### src/design/wcr_pkg.sv
// shared types, constants and the output range function for window_convolution_rgb
// used by wcr_cfg, wcr_lane and the top level; depends on nothing else
package wcr_pkg;

    localparam int WINDOW_RADIUS = 1;
    localparam int WIN_SIDE      = 2 * WINDOW_RADIUS + 1;
    localparam int TAP_CNT       = WIN_SIDE * WIN_SIDE;
    localparam int TAP_W         = $clog2(TAP_CNT + 1);

    localparam int PIX_W  = 8;
    localparam int COEF_W = 12;
    localparam int ROW_W  = WIN_SIDE * COEF_W;
    localparam int ACC_W  = 17;
    localparam int OUT_W  = 16;

    localparam int CFG_IDX_W  = 2;
    localparam int CFG_DATA_W = ROW_W;

    // register indexes on the configuration port
    localparam logic [CFG_IDX_W-1:0] REG_ROW_TOP = 2'd0;
    localparam logic [CFG_IDX_W-1:0] REG_ROW_MID = 2'd1;
    localparam logic [CFG_IDX_W-1:0] REG_ROW_BOT = 2'd2;
    localparam logic [CFG_IDX_W-1:0] REG_CLAMP   = 2'd3;

    localparam int ACC_MAX = 2 ** (ACC_W - 1) - 1;
    localparam int ACC_MIN = -(2 ** (ACC_W - 1));
    localparam int OUT_MAX = 2 ** (OUT_W - 1) - 1;
    localparam int OUT_MIN = -(2 ** (OUT_W - 1));
    localparam int PIX_MAX = 255;

    typedef logic signed [COEF_W-1:0] t_coef;
    typedef logic signed [ACC_W-1:0]  t_acc;
    typedef logic signed [OUT_W-1:0]  t_out;

    // control shared by the three channel lanes
    typedef struct packed {
        logic en;
        logic last;
        logic clamp;
    } t_lane_ctl;

    function automatic t_out finish(input t_acc v, input logic clamp);
        t_out res;
        if (clamp) begin
            if (v < t_acc'(0)) begin
                res = t_out'(0);
            end else if (v > t_acc'(PIX_MAX)) begin
                res = t_out'(PIX_MAX);
            end else begin
                res = t_out'(v);
            end
        end else begin
            if (v > t_acc'(OUT_MAX)) begin
                res = t_out'(OUT_MAX);
            end else if (v < t_acc'(OUT_MIN)) begin
                res = t_out'(OUT_MIN);
            end else begin
                res = t_out'(v);
            end
        end
        return res;
    endfunction

endpackage

### src/design/wcr_cfg.sv
// configuration registers and per-tap coefficient selection
// depends on wcr_pkg
module wcr_cfg (
    input  logic                              i_clk,
    input  logic                              i_rst_n,
    input  logic                              i_cfg_we,
    input  logic [wcr_pkg::CFG_IDX_W-1:0]     i_cfg_idx,
    input  logic [wcr_pkg::CFG_DATA_W-1:0]    i_cfg_data,
    input  logic [wcr_pkg::TAP_W-1:0]         i_tap,
    output wcr_pkg::t_coef                    o_coef,
    output logic                              o_clamp
);

    logic [wcr_pkg::ROW_W-1:0] r_row_top;
    logic [wcr_pkg::ROW_W-1:0] r_row_mid;
    logic [wcr_pkg::ROW_W-1:0] r_row_bot;
    logic                      r_clamp;
    logic [wcr_pkg::TAP_CNT*wcr_pkg::COEF_W-1:0] coef_flat;

    always_ff @(posedge i_clk) begin
        if (!i_rst_n) begin
            r_row_top <= '0;
            r_row_mid <= '0;
            r_row_bot <= '0;
            r_clamp   <= 1'b1;
        end else if (i_cfg_we) begin
            case (i_cfg_idx)
                wcr_pkg::REG_ROW_TOP: r_row_top <= i_cfg_data;
                wcr_pkg::REG_ROW_MID: r_row_mid <= i_cfg_data;
                wcr_pkg::REG_ROW_BOT: r_row_bot <= i_cfg_data;
                wcr_pkg::REG_CLAMP:   r_clamp   <= i_cfg_data[0];
                default: ;
            endcase
        end
    end

    // taps in row-major order, tap 0 lowest
    assign coef_flat = {r_row_bot, r_row_mid, r_row_top};
    assign o_coef    = coef_flat[i_tap * wcr_pkg::COEF_W +: wcr_pkg::COEF_W];
    assign o_clamp   = r_clamp;

endmodule

### src/design/wcr_lane.sv
// one color channel: multiply-accumulate with truncation toward zero and
// accumulator saturation; depends on wcr_pkg
module wcr_lane #(
    parameter int COEF_FRAC_BITS = 8
) (
    input  logic                          i_clk,
    input  logic                          i_rst_n,
    input  wcr_pkg::t_lane_ctl            i_ctl,
    input  logic [wcr_pkg::PIX_W-1:0]     i_pix,
    input  wcr_pkg::t_coef                i_coef,
    output wcr_pkg::t_out                 o_fin
);

    localparam int PROD_W = wcr_pkg::PIX_W + 1 + wcr_pkg::COEF_W;
    localparam int SHF_W  = wcr_pkg::ACC_W + COEF_FRAC_BITS;
    localparam int SUM_W  = ((SHF_W > PROD_W) ? SHF_W : PROD_W) + 1;
    localparam int Q_W    = SUM_W - COEF_FRAC_BITS;
    localparam logic signed [Q_W-1:0] Q_MAX = Q_W'(wcr_pkg::ACC_MAX);
    localparam logic signed [Q_W-1:0] Q_MIN = Q_W'(wcr_pkg::ACC_MIN);

    wcr_pkg::t_acc            r_acc;
    wcr_pkg::t_acc            n_acc;
    logic signed [PROD_W-1:0] prod;
    logic signed [SUM_W-1:0]  sum;
    logic signed [Q_W-1:0]    quot;

    assign prod = $signed({1'b0, i_pix}) * i_coef;
    assign sum  = (SUM_W'(r_acc) <<< COEF_FRAC_BITS) + SUM_W'(prod);

    generate
        if (COEF_FRAC_BITS == 0) begin : g_no_frac
            assign quot = sum;
        end else begin : g_frac
            logic signed [Q_W-1:0] q_floor;
            logic                  bump;
            assign q_floor = sum[SUM_W-1:COEF_FRAC_BITS];
            // negative with a fraction left: step up toward zero
            assign bump    = sum[SUM_W-1] & (|sum[COEF_FRAC_BITS-1:0]);
            assign quot    = q_floor + Q_W'(bump);
        end
    endgenerate

    always_comb begin
        if (quot > Q_MAX) begin
            n_acc = wcr_pkg::t_acc'(wcr_pkg::ACC_MAX);
        end else if (quot < Q_MIN) begin
            n_acc = wcr_pkg::t_acc'(wcr_pkg::ACC_MIN);
        end else begin
            n_acc = wcr_pkg::ACC_W'(quot);
        end
    end

    always_ff @(posedge i_clk) begin
        if (!i_rst_n) begin
            r_acc <= '0;
        end else if (i_ctl.en) begin
            r_acc <= i_ctl.last ? '0 : n_acc;
        end
    end

    assign o_fin = wcr_pkg::finish(n_acc, i_ctl.clamp);

endmodule

### src/design/window_convolution_rgb.sv
// 3x3 RGB window convolution, top level
// depends on wcr_pkg, wcr_cfg and wcr_lane
//
// Pixels of one 3x3 window arrive one per request in row-major order; each
// channel is weighted by a signed Q4.8 coefficient and accumulated with
// truncation toward zero after every tap. A request is taken every cycle
// unless input stall is raised; the ninth pixel of a window yields one result
// whose fields pass the input register and then the output register. The
// rate is set by the accumulator loop, one multiply-add per channel per cycle
// while the input register advances. Input stall rises only when a finished
// window is ready to leave the input register while the output register still
// holds an unclaimed result. Configuration must be written by the user while
// the block is idle, not enforced by it; coefficients apply to later taps.
module window_convolution_rgb #(
    parameter int COEF_FRAC_BITS = 8
) (
    input  logic                              i_clk,
    input  logic                              i_rst_n,
    input  logic                              i_cfg_we,
    input  logic [wcr_pkg::CFG_IDX_W-1:0]     i_cfg_idx,
    input  logic [wcr_pkg::CFG_DATA_W-1:0]    i_cfg_data,
    input  logic                              i_in_valid,
    output logic                              o_in_stall,
    input  logic [wcr_pkg::PIX_W-1:0]         i_pix_red,
    input  logic [wcr_pkg::PIX_W-1:0]         i_pix_green,
    input  logic [wcr_pkg::PIX_W-1:0]         i_pix_blue,
    output logic                              o_out_valid,
    input  logic                              i_out_stall,
    output logic signed [wcr_pkg::OUT_W-1:0]  o_out_red,
    output logic signed [wcr_pkg::OUT_W-1:0]  o_out_green,
    output logic signed [wcr_pkg::OUT_W-1:0]  o_out_blue
);

    logic [wcr_pkg::TAP_W-1:0] r_tap;
    logic                      r_s1_vld;
    logic                      r_s1_last;
    wcr_pkg::t_coef            r_s1_coef;
    logic [wcr_pkg::PIX_W-1:0] r_s1_red;
    logic [wcr_pkg::PIX_W-1:0] r_s1_green;
    logic [wcr_pkg::PIX_W-1:0] r_s1_blue;
    logic                      r_out_vld;
    wcr_pkg::t_out             r_out_red;
    wcr_pkg::t_out             r_out_green;
    wcr_pkg::t_out             r_out_blue;

    wcr_pkg::t_coef     sel_coef;
    logic               clamp;
    logic               s1_adv;
    logic               in_acc;
    logic               tap_last;
    wcr_pkg::t_lane_ctl lane_ctl;
    wcr_pkg::t_out      fin_red;
    wcr_pkg::t_out      fin_green;
    wcr_pkg::t_out      fin_blue;

    wcr_cfg u_cfg (
        .i_clk      (i_clk),
        .i_rst_n    (i_rst_n),
        .i_cfg_we   (i_cfg_we),
        .i_cfg_idx  (i_cfg_idx),
        .i_cfg_data (i_cfg_data),
        .i_tap      (r_tap),
        .o_coef     (sel_coef),
        .o_clamp    (clamp)
    );

    // the last tap may only move on when the output register can take it
    assign s1_adv     = r_s1_vld & ~(r_s1_last & r_out_vld & i_out_stall);
    assign o_in_stall = r_s1_vld & ~s1_adv;
    assign in_acc     = i_in_valid & ~o_in_stall;
    assign tap_last   = (r_tap == wcr_pkg::TAP_W'(wcr_pkg::TAP_CNT - 1));

    assign lane_ctl.en    = s1_adv;
    assign lane_ctl.last  = r_s1_last;
    assign lane_ctl.clamp = clamp;

    always_ff @(posedge i_clk) begin
        if (!i_rst_n) begin
            r_tap    <= '0;
            r_s1_vld <= 1'b0;
        end else begin
            if (in_acc) begin
                r_tap <= tap_last ? '0 : r_tap + wcr_pkg::TAP_W'(1);
            end
            if (in_acc) begin
                r_s1_vld <= 1'b1;
            end else if (s1_adv) begin
                r_s1_vld <= 1'b0;
            end
        end
    end

    always_ff @(posedge i_clk) begin
        if (in_acc) begin
            r_s1_last  <= tap_last;
            r_s1_coef  <= sel_coef;
            r_s1_red   <= i_pix_red;
            r_s1_green <= i_pix_green;
            r_s1_blue  <= i_pix_blue;
        end
    end

    wcr_lane #(.COEF_FRAC_BITS(COEF_FRAC_BITS)) u_lane_red (
        .i_clk   (i_clk),
        .i_rst_n (i_rst_n),
        .i_ctl   (lane_ctl),
        .i_pix   (r_s1_red),
        .i_coef  (r_s1_coef),
        .o_fin   (fin_red)
    );

    wcr_lane #(.COEF_FRAC_BITS(COEF_FRAC_BITS)) u_lane_green (
        .i_clk   (i_clk),
        .i_rst_n (i_rst_n),
        .i_ctl   (lane_ctl),
        .i_pix   (r_s1_green),
        .i_coef  (r_s1_coef),
        .o_fin   (fin_green)
    );

    wcr_lane #(.COEF_FRAC_BITS(COEF_FRAC_BITS)) u_lane_blue (
        .i_clk   (i_clk),
        .i_rst_n (i_rst_n),
        .i_ctl   (lane_ctl),
        .i_pix   (r_s1_blue),
        .i_coef  (r_s1_coef),
        .o_fin   (fin_blue)
    );

    always_ff @(posedge i_clk) begin
        if (!i_rst_n) begin
            r_out_vld <= 1'b0;
        end else if (s1_adv & r_s1_last) begin
            r_out_vld <= 1'b1;
        end else if (!i_out_stall) begin
            r_out_vld <= 1'b0;
        end
    end

    always_ff @(posedge i_clk) begin
        if (s1_adv & r_s1_last) begin
            r_out_red   <= fin_red;
            r_out_green <= fin_green;
            r_out_blue  <= fin_blue;
        end
    end

    assign o_out_valid = r_out_vld;
    assign o_out_red   = r_out_red;
    assign o_out_green = r_out_green;
    assign o_out_blue  = r_out_blue;

endmodule
### config.mk
export PLATFORM = sky130hd
export DESIGN_NAME = window_convolution_rgb
export DESIGN_NICKNAME = d
export VERILOG_FILES = /design/src/design/wcr_pkg.sv /design/src/design/wcr_cfg.sv /design/src/design/wcr_lane.sv /design/src/design/window_convolution_rgb.sv
export SDC_FILE = /design/constraint.sdc
export NUM_CORES = 1
export LEC_CHECK = 0
export BUFFER_PORTS_ARGS = -buffer_cell sky130_fd_sc_hd__buf_2
export CAP_MARGIN = 20
export CORE_ASPECT_RATIO = 0.8
export CORE_MARGIN = 2
export CORE_UTILIZATION = 29
export DETAILED_ROUTE_END_ITERATION = 16
export MAX_ROUTING_LAYER = met4
export PLACE_DENSITY = 0.43
export REMOVE_ABC_BUFFERS = 1
export SKIP_CTS_REPAIR_TIMING = 1
export SYNTH_ARGS = -nofsm -noshare
export SYNTH_HDL_FRONTEND = slang
export SYNTH_SLANG_ARGS = --single-unit
export TNS_END_PERCENT = 5
### constraint.sdc
create_clock -name i_clk -period 7.71 [get_ports i_clk]
set_input_delay 0.3855 -clock i_clk [delete_from_list [all_inputs] [get_ports i_clk]]
set_output_delay 0.3855 -clock i_clk [all_outputs]
set_load 0.03 [all_outputs]
==> Yosys cells after proc, flatten, opt, wreduce, memory -nomap -nowiden <==
Index checks and enable logic that the tools add are counted.
Widths: inputs -> output; s select.
{ "totals": {"latchBits": 0, "wordCells": 103, "ram_bits": 0, "reg_bits": 251, "mem_count": 0, "romBits": 0, "inputBits": 67} }
{ "classes": {"eq_ne": 5, "addsub": 7, "reduce_logical": 9, "muxes": 29, "shift": 1, "multipliers": 4, "n_lt_le_gt_ge": 18, "div_mod_pow": 0, "bitwise": 12} }
{ "ops": {"columns": ["cell", "n"], "rows": [
  ["$mux 16", 15],
  ["$mux 17", 9],
  ["$shiftx 108x9->12", 1],
  ["$add 25x21->26", 3],
  ["$mul 9x12->21", 3],
  ["$add 18x1->18", 3],
  ["$gt 18x17->1 const B", 3],
  ["$lt 18x17->1 const B", 3],
  ["$gt 17x16->1 const B", 3],
  ["$gt 17x9->1 const B", 3],
  ["$lt 17x1->1 const B", 3],
  ["$lt 17x16->1 const B", 3],
  ["$reduce_or 8->1", 3],
  ["$and 1x1->1", 9],
  ["$reduce_and 2->1", 4],
  ["$mul 4x2->6 const B", 1],
  ["$add 4x1->4 const B", 1],
  ["$eq 2x2->1 const B", 2],
  ["$eq 4x4->1 const B", 1],
  ["$mux 1", 4],
  ["$mux 4", 1],
  ["$not 1->1", 3],
  ["$eq 2x1->1 const B", 1],
  ["$logic_not 2->1", 1],
  ["other kinds (2)", 2]
]} }

==> Longest topological paths before layout <==
Gate-level depths: netlist (run 1).
{ "logic_depth": {"word_depth": 12, "ltp_mapped": 33, "depth_no_buf": 29} }

==> Cells and area by module <==
From an unflattened synthesis (run 1), not the netlist that was laid out.
{ "unflattened": {"hier_cells": 3041, "area_unflattened_um2": 27505.1} }
{ "by_module_without_submodules": {"columns": ["module", "seq_area_each_um2", "cells_per_inst", "area_per_inst_um2", "n_inst"], "rows": [
  ["wcr_lane at u_lane_green", 340.3, 805, 6685.2, 1],
  ["wcr_lane at u_lane_blue", 340.3, 784, 6572.6, 1],
  ["wcr_lane at u_lane_red", 340.3, 755, 6333.6, 1],
  ["wcr_cfg", 2182.1, 572, 5032.3, 1],
  ["window_convolution_rgb", 2672.6, 125, 2881.5, 1]
]} }

==> Worst setup path after synthesis (run 1) <==
OpenSTA, ideal clock, no wires.
{ "synth_timing": {"path_type": "flip-flop to flip-flop", "start": "register r_s1_coef[11]", "end": "register r_out_green[12] (netlist: o_out_green[12]), data pin", "path_buffers": 3, "setup_slack_ns": -0.465, "arrival_time_ns": 7.903, "period_less_slack_ns": 8.175, "stages_incl_launch_ff": 32, "path_cell_list": "edfxtp_1 > clkbuf_1 > nand2_1 > inv_1 > fa_1 > fa_1 > inv_1 > fa_1 > inv_1 > fa_1 > inv_1 > fa_1 > inv_1 > ha_1 > clkbuf_1 > a21o_1 > a21oi_1 > o21bai_1 > a22o_1 > nor3_1 > a21oi_1 > ha_1 > ha_1 > nor3b_1 > and4b_1 > buf_2 > nor4b_2 > and2_1 > a32o_1 > or2_2 > o2111ai_2 > a22oi_1"} }
{ "synth_between": {"elab_chain_cells": 11} }
{ "synth_lines": {"columns": ["item", "line_no", "source"], "rows": [
  ["from (decl)", "window_convolution_rgb.sv:37", "wcr_pkg::t_coef r_s1_coef;"],
  ["from (signal assigned)", "window_convolution_rgb.sv:96", "r_s1_coef <= sel_coef;"],
  ["$mul 9x12->21 (*)", "wcr_lane.sv:27", "assign prod = $signed({1'b0, i_pix}) * i_coef;"],
  ["$add 25x21->26 (*)", "wcr_lane.sv:28", "assign sum = (SUM_W'(r_acc) <<< COEF_FRAC_BITS) + SUM_W'(prod);"],
  ["$and 1x1->1", "wcr_lane.sv:38", "assign bump = sum[SUM_W-1] & (|sum[COEF_FRAC_BITS-1:0]);"],
  ["$add 18x1->18 (*)", "wcr_lane.sv:39", "assign quot = q_floor + Q_W'(bump);"],
  ["$lt 18x17->1", "wcr_lane.sv:46", "end else if (quot < Q_MIN) begin"],
  ["$mux 17", "wcr_lane.sv:46", null],
  ["$mux 17 (*)", "wcr_lane.sv:44", "if (quot > Q_MAX) begin"],
  ["$lt 17x16->1 or $gt 17x9->1 (tied branches)", "wcr_pkg.sv:55, wcr_pkg.sv:47", null],
  ["$mux 16, on equally long branches", "wcr_pkg.sv:55, wcr_pkg.sv:47", null],
  ["$mux 16, on equally long branches", "wcr_pkg.sv:53, wcr_pkg.sv:45", null],
  ["$mux 16 (*)", "wcr_pkg.sv:44", "if (clamp) begin"],
  ["net fin_green[12]", "window_convolution_rgb.sv:53", "wcr_pkg::t_out fin_green;"],
  ["to (signal assigned)", "window_convolution_rgb.sv:143", "r_out_green <= fin_green;"],
  ["to (decl)", "window_convolution_rgb.sv:43", "wcr_pkg::t_out r_out_green;"]
]} }
The timed path passes the listed nets; every way through them passes the cells marked *.
A chain may end at the register's enable or synchronous reset.

==> Final worst setup path (run 1) <==
{ "layout_timing": {"start": "register r_s1_red[4] (netlist bit)", "end": "register r_out_red[5] (netlist: o_out_red[5]), data pin"} }
{ "layout_between": {"elab_chain_cells": 12} }
{ "layout_lines": {"columns": ["item", "line_no", "source"], "rows": [
  ["from (decl)", "window_convolution_rgb.sv:38", "logic [wcr_pkg::PIX_W-1:0] r_s1_red;"],
  ["from (signal assigned)", "window_convolution_rgb.sv:97", "r_s1_red <= i_pix_red;"],
  ["$mul 9x12->21 (*)", "wcr_lane.sv:27", null],
  ["$add 25x21->26 (*)", "wcr_lane.sv:28", null],
  ["$reduce_or 8->1", "wcr_lane.sv:38", null],
  ["$and 1x1->1", "wcr_lane.sv:38", null],
  ["$add 18x1->18 (*)", "wcr_lane.sv:39", null],
  ["$lt 18x17->1", "wcr_lane.sv:46", null],
  ["$mux 17", "wcr_lane.sv:46", null],
  ["$mux 17 (*)", "wcr_lane.sv:44", null],
  ["$lt 17x16->1 or $gt 17x9->1 (tied branches)", "wcr_pkg.sv:55, wcr_pkg.sv:47", null],
  ["$mux 16, on equally long branches", "wcr_pkg.sv:55, wcr_pkg.sv:47", null],
  ["$mux 16, on equally long branches", "wcr_pkg.sv:53, wcr_pkg.sv:45", null],
  ["$mux 16 (*)", "wcr_pkg.sv:44", null],
  ["net fin_red[5]", "window_convolution_rgb.sv:52", "wcr_pkg::t_out fin_red;"],
  ["to (signal assigned)", "window_convolution_rgb.sv:142", "r_out_red <= fin_red;"],
  ["to (decl)", "window_convolution_rgb.sv:42", "wcr_pkg::t_out r_out_red;"]
]} }
Marked as above.

==> flow_summary_export.csv, run 1 <==
group,metric,value,unit
run_status,outcome,"finished clean",
worst_setup_path,crit_family,"adder cells",
hold_path,hold_class,"in2reg",
worst_setup_path,startpoint_type,"flop",
worst_setup_path,cp_data_required_time,8.20,ns
route,drt.antenna.violating_nets,0,
worst_setup_path,crit_fanout,8,
worst_setup_path,cp_common_cell,"fa_1",
route,drtPass1Iterations,5,
timing,finClkSkew,0.0242,ns
grt,groute.usage.overall,17.3,%
synthesis,yosys.area.top_type,"fa_1",
worst_setup_path,crit_type,"reg2reg",
synthesis,synthTopCellsByCount,"470 x nand2_1, 457 x inv_1, 294 x fa_1",
timing,max_freq,0.131,GHz
synthesis,synth-main-ff-cell,"dfxtp_1",
worst_setup_path,cp_data_arrival_time,8.15,ns
synthesis,ys_top_cells_by_area,"fa_1 22%, dfxtp_1 12%, edfxtp_1 9.6%",
synthesis,avgSynthCellArea,8.85,sq um
die,die_h,275,microns
synthesis,async_flop_share,0,%
worst_setup_path,crit_path_top_delay_cell,"edfxtp_1",
grt,antenna_found_initial,5,
synthesis,synth-seq-area-share,22.0,%
die,num_rows,99,
synthesis,syn_area,26700,sq um
run,max-cap-violations,0,
place,dpl.hpwl,62.1,mm
grt,grt_pass1_wl,125,mm
worst_setup_path,cp_num_buf_inv,3,
route,drt-initial-drc-count,1290,
synthesis,ys_types,113,
synthesis,synth_edf_count,85,
final_layout,multiInputGateArea,19200,sq um
die,initial_utilization,29.3,%
timing,slew_headroom,32.9,%
timing,final_max_slew_viol_count,0,
die,core_area,91200,sq um
die,die_area,94500,sq um
final_layout,post-route-cell-area,33400,sq um
clocking,cts_buffers,31,
route,drc,0,
final_layout,nets,3963,
timing,fin_worst_hold_slack,0.0166,ns
timing,hold_viol,0,
worst_setup_path,critPathCaptureType,"flop",
clocking,clock_latency,0.64,ns
route,totalWireLength,79.1,mm
final_layout,register_area,5880,sq um
route,drt-wirelength-per-cell,16.9,microns
synthesis,ys_warn_count,0,
clocking,root_buffer,"clkbuf_16",
synthesis,syn_inst,3018,
place,place.gp.congestion,0.875,
die,fp.dieW,343,microns
grt,grt_max_degree,86,
route,dr_total_vias,22100,
final_layout,syn_to_final_growth,25.0,%
die,ios,117,
timing,worst_pin_slew,1.01,ns
clocking,ctsHtreeMaxLevel,1,
synthesis,synth_top_area_share,22.0,%
clocking,clock_sinks,251,
timing,min_period,7.66,ns
clocking,cts.clk_slew.worst_paths,0.06,ns
timing,layout_worst_path_cycle_share,99.3,%
worst_setup_path,cpPeakStageDelay,0.57,ns
synthesis,ys_ff_latch,251,
timing,setup_viol,0,
grt,grt_overflow,0,
clocking,cts_buffer_depth,3,
final_layout,fillers,9572,
synthesis,synth_most_common_cell,"nand2_1",
final_layout,post_route_cells_drive_above_1_share,22.4,%
place,portBuffers,116,
grt,grt_pass1_vias,21900,
route,viasPerCell,4.73,
timing,grt_setup_unrepaired,"yes",
clocking,cts_tree,"yes",
place,place_area,31400,sq um
-- path summary, 6_finish.rpt --
kind,startpoint,endpoint,slack [ns],depth (start not counted)
worst max-delay path,r_s1_red[4],o_out_red[5],0.05,27
worst min-delay path,i_cfg_data[17],u_cfg.r_row_bot[17],0.02,3
worst max register to register,r_s1_red[4],o_out_red[5],0.05,27
worst min register to register,u_lane_green.r_acc[15],u_lane_green.r_acc[15],0.45,2
-- per-stage QoR --
stage | setup TNS, ns | cells | setup slack, ns | util, %
5_1_grt | -14.33 | 4682 | -0.335 | 36.6
4_1_cts | -16.79 | 4649 | -0.338 | 35.6
2_1_floorplan | -20.56 | 2868 | -0.815 | -
6_report | 0 | 4682 | 0.0533 | 36.6
3_3_place_gp | -6.50 | 4593 | -0.337 | 34.4
3_5_place_dp | -12.61 | 4593 | -0.276 | 34.4
-- worst reg2reg max path, cell delays in order, from the launching register on --
cell and delay (ns):
edfxtp_1 0.57, and2_1 0.26, fa_1 0.53, fa_1 0.44
fa_1 0.52, fa_1 0.54, inv_1 0.05, fa_1 0.50
inv_1 0.04, ha_1 0.32, and3_1 0.17, a221o_2 0.38
a41o_1 0.25, nor3_2 0.21, or3_4 0.18, nand2_4 0.07
a21oi_2 0.12, ha_2 0.18, nor3b_2 0.16, buf_4 0.16
nand4bb_4 0.12, nor4_4 0.40, and4b_1 0.29, xnor2_1 0.09
and3_1 0.16, a211o_1 0.33, a31oi_4 0.29, o21bai_1 0.16
-- kinds of logic (layout without fill, tap and decap cells) --
group / count (synthesis) / after routing / share of synthesized area [%]
simple gates: 1009 / 1009 / 18.8
buf+inv: 608 / 1057 / 8.76
compound gates: 571 / 571 / 15.3
fa+ha+maj: 454 / 454 / 29.5
flops: 251 / 251 / 22.0
xor+xnor: 79 / 79 / 2.68
mux: 46 / 46 / 2.85
other cells: 0 / 3 / 0
-- final cells by class --
class,count,share of cell area (%)
Inverter,458,5.16
Clock inverter,12,0.416
Clock buffer,44,2.64
Tap cell,1212,4.54
Antenna cell,3,0.0225
Sequential cell,251,17.6
Timing Repair Buffer,543,12.2
Multi-Input combinational cell,2159,57.4
-- cells in the final DEF (no fill, tap or decap), types with 81 or more instances in the layout --
cell type	Yosys	layout
a21boi_0	119	115
a21oi_1	103	81
and2_1	178	176
buf_2	16	115
buf_4	6	385
dfxtp_1	166	164
edfxtp_1	85	85
fa_1	294	288
ha_1	158	148
inv_1	457	446
nand2_1	470	464
-- registers in the layout, summed over array words and instances, names as in the netlist --
signal,cells
u_cfg.r_row_bot,36
u_cfg.r_row_mid,36
u_cfg.r_row_top,36
u_lane_blue.r_acc,17
u_lane_green.r_acc,17
u_lane_red.r_acc,17
o_out_blue,16
o_out_green,16
o_out_red,16
r_s1_coef,12
r_s1_blue,8
r_s1_green,8
r_s1_red,8
r_tap,4
o_out_valid,1
r_s1_last,1
r_s1_vld,1
u_cfg.o_clamp,1
-- metal layers --
layer | global-route usage (%) | up-vias | wire length (microns)
met5 | - | - | 0
met4 | 2.22 | 0 | 1020
met3 | 2.25 | 61 | 3340
met2 | 25.6 | 359 | 34000
met1 | 25.7 | 10800 | 40700
li1 | - | 10900 | -
Power of run 1 is left out: the tool's default activity adds up to more than one toggle a clock period on the data nets, which glitch-free logic cannot reach.
==> run 2, diff against run 1 <==
--- a/config.mk
+++ b/config.mk
@@ -7,12 +7,14 @@
 export LEC_CHECK = 0
 export BUFFER_PORTS_ARGS = -buffer_cell sky130_fd_sc_hd__buf_2
 export CAP_MARGIN = 20
+export CELL_PAD_IN_SITES_DETAIL_PLACEMENT = 0
+export CELL_PAD_IN_SITES_GLOBAL_PLACEMENT = 1
 export CORE_ASPECT_RATIO = 0.8
 export CORE_MARGIN = 2
 export CORE_UTILIZATION = 29
 export DETAILED_ROUTE_END_ITERATION = 16
 export MAX_ROUTING_LAYER = met4
-export PLACE_DENSITY = 0.43
+export PLACE_DENSITY = 0.53
 export REMOVE_ABC_BUFFERS = 1
 export SKIP_CTS_REPAIR_TIMING = 1
 export SYNTH_ARGS = -nofsm -noshare
==> flow_summary_export.csv, run 2 (synthesis gave the netlist of run 1 again) <==
group,metric,value,unit
run_status,violations,"setup timing",
worst_setup_path,crit_type,"reg2reg",
worst_setup_path,startpoint_type,"flop",
timing,finClkSkew,0.0430,ns
die,initial_utilization,29.3,%
run,max-cap-violations,0,
route,drt-wirelength-per-cell,17.6,microns
route,drc,0,
route,viasPerCell,4.82,
place,dpl.hpwl,64.2,mm
clocking,cts.clk_slew.worst_paths,0.06,ns
worst_setup_path,critPathCaptureType,"flop",
final_layout,final_core_util,36.9,%
grt,grt_max_degree,86,
route,drt-initial-drc-count,1186,
clocking,cts_buffers,35,
worst_setup_path,rr_worst_depth,32,
place,place.gp.congestion,0.860,
final_layout,nets,3955,
grt,grt_overflow,0,
worst_setup_path,crit_fanout,6,
route,drtPass1Iterations,5,
worst_setup_path,cp_common_cell,"fa_1",
clocking,ctsHtreeMaxLevel,2,
die,ios,117,
die,core_area,91200,sq um
timing,setup_viol,62,
final_layout,post_route_cells_drive_above_1_share,22.7,%
route,dr_total_vias,22500,
route,drt.antenna.violating_nets,0,
clocking,cts_buffer_depth,3,
route,totalWireLength,82.5,mm
final_layout,syn_to_final_growth,26.0,%
timing,tns,-7.80,ns
timing,hold_viol,0,
worst_setup_path,cp_data_required_time,8.15,ns
worst_setup_path,cp_data_arrival_time,8.42,ns
die,die_area,94500,sq um
final_layout,post-route-cell-area,33600,sq um
final_layout,layout_common_cells,"462 x nand2_1, 446 x inv_1, 369 x buf_4",
clocking,cts_tree,"yes",
final_layout,reg_top3,"u_cfg.r_row_bot: 36 flops, u_cfg.r_row_mid: 36 flops, u_cfg.r_row_top: 36 flops",
final_layout,final_common_cell,"nand2_1",
clocking,clock_latency,0.58,ns
place,place_area,31300,sq um
timing,setup_ws,-0.269,ns
worst_setup_path,crit_path_top_delay_cell,"or4b_4",
timing,max_freq,0.125,GHz
grt,grt_pass1_wl,130,mm
timing,min_period,7.98,ns
clocking,clock_sinks,251,
clocking,root_buffer,"clkbuf_16",
die,num_rows,99,
run_status,outcome,"finished, violations left",
die,die_h,275,microns
timing,grt_setup_unrepaired,"yes",
grt,groute.usage.overall,18.0,%
timing,worst_pin_slew,1.06,ns
grt,antenna_found_initial,5,
timing,slew_headroom,29.2,%
timing,layout_worst_path_cycle_share,103,%
hold_path,worst_hold_path.num_cells,1,
die,fp.dieW,343,microns
hold_path,hold_class,"in2reg",
grt,grt_pass1_vias,23300,
place,portBuffers,116,
worst_setup_path,cpPeakStageDelay,0.58,ns
timing,final_max_slew_viol_count,0,
run 2: through the flow:
stage	setup WS [ns]	cells	hold slack (ns)
floorplan	-0.815	2868	0.425
global placement	-0.651	4575	0.440
detailed placement	-0.630	4576	0.446
CTS	-0.683	4638	-0.0620
global route	-0.511	4677	0.00271
finish	-0.269	4679	0.0343
run 2: critical path, delay by kind of cell, from the launching register on:
family          cells  cell delay (ns)
compound gates      9             1.80
xor+xnor            1             0.09
fa+ha+maj           7             2.96
buf+inv             9             1.07
flops               1             0.51
simple gates        6             1.44
run 2: layout make-up:
| type | instances | area (sq um) |
|---|---|---|
| inverter | 458 | 1720 |
| clock buffer | 45 | 956 |
| multi-input combinational | 2159 | 19300 |
| sequential | 251 | 5880 |
| clock inverter | 17 | 190 |
| antenna | 6 | 15.0 |
| fill | 9477 | 57500 |
| timing repair buffer | 531 | 4060 |
| tap | 1212 | 1520 |
run 2: per-layer routing:
metal	GRT usage [%]	up-vias	wire, microns
met1	25.5	11200	41300
li1	-	10900	-
met3	2.98	83	3970
met2	26.7	408	35500
met4	4.01	0	1770
met5	-	-	0
run 2: worst paths after layout:
path	slack (ns)	startpoint	endpoint
max reg2reg	-0.27	r_s1_coef[11]	o_out_blue[15]
min	0.03	i_pix_green[5]	r_s1_green[5]
min reg2reg	0.45	u_lane_blue.r_acc[3]	u_lane_blue.r_acc[3]
max	-0.27	r_s1_coef[11]	o_out_blue[15]
Power of run 2 is left out for the same reason.
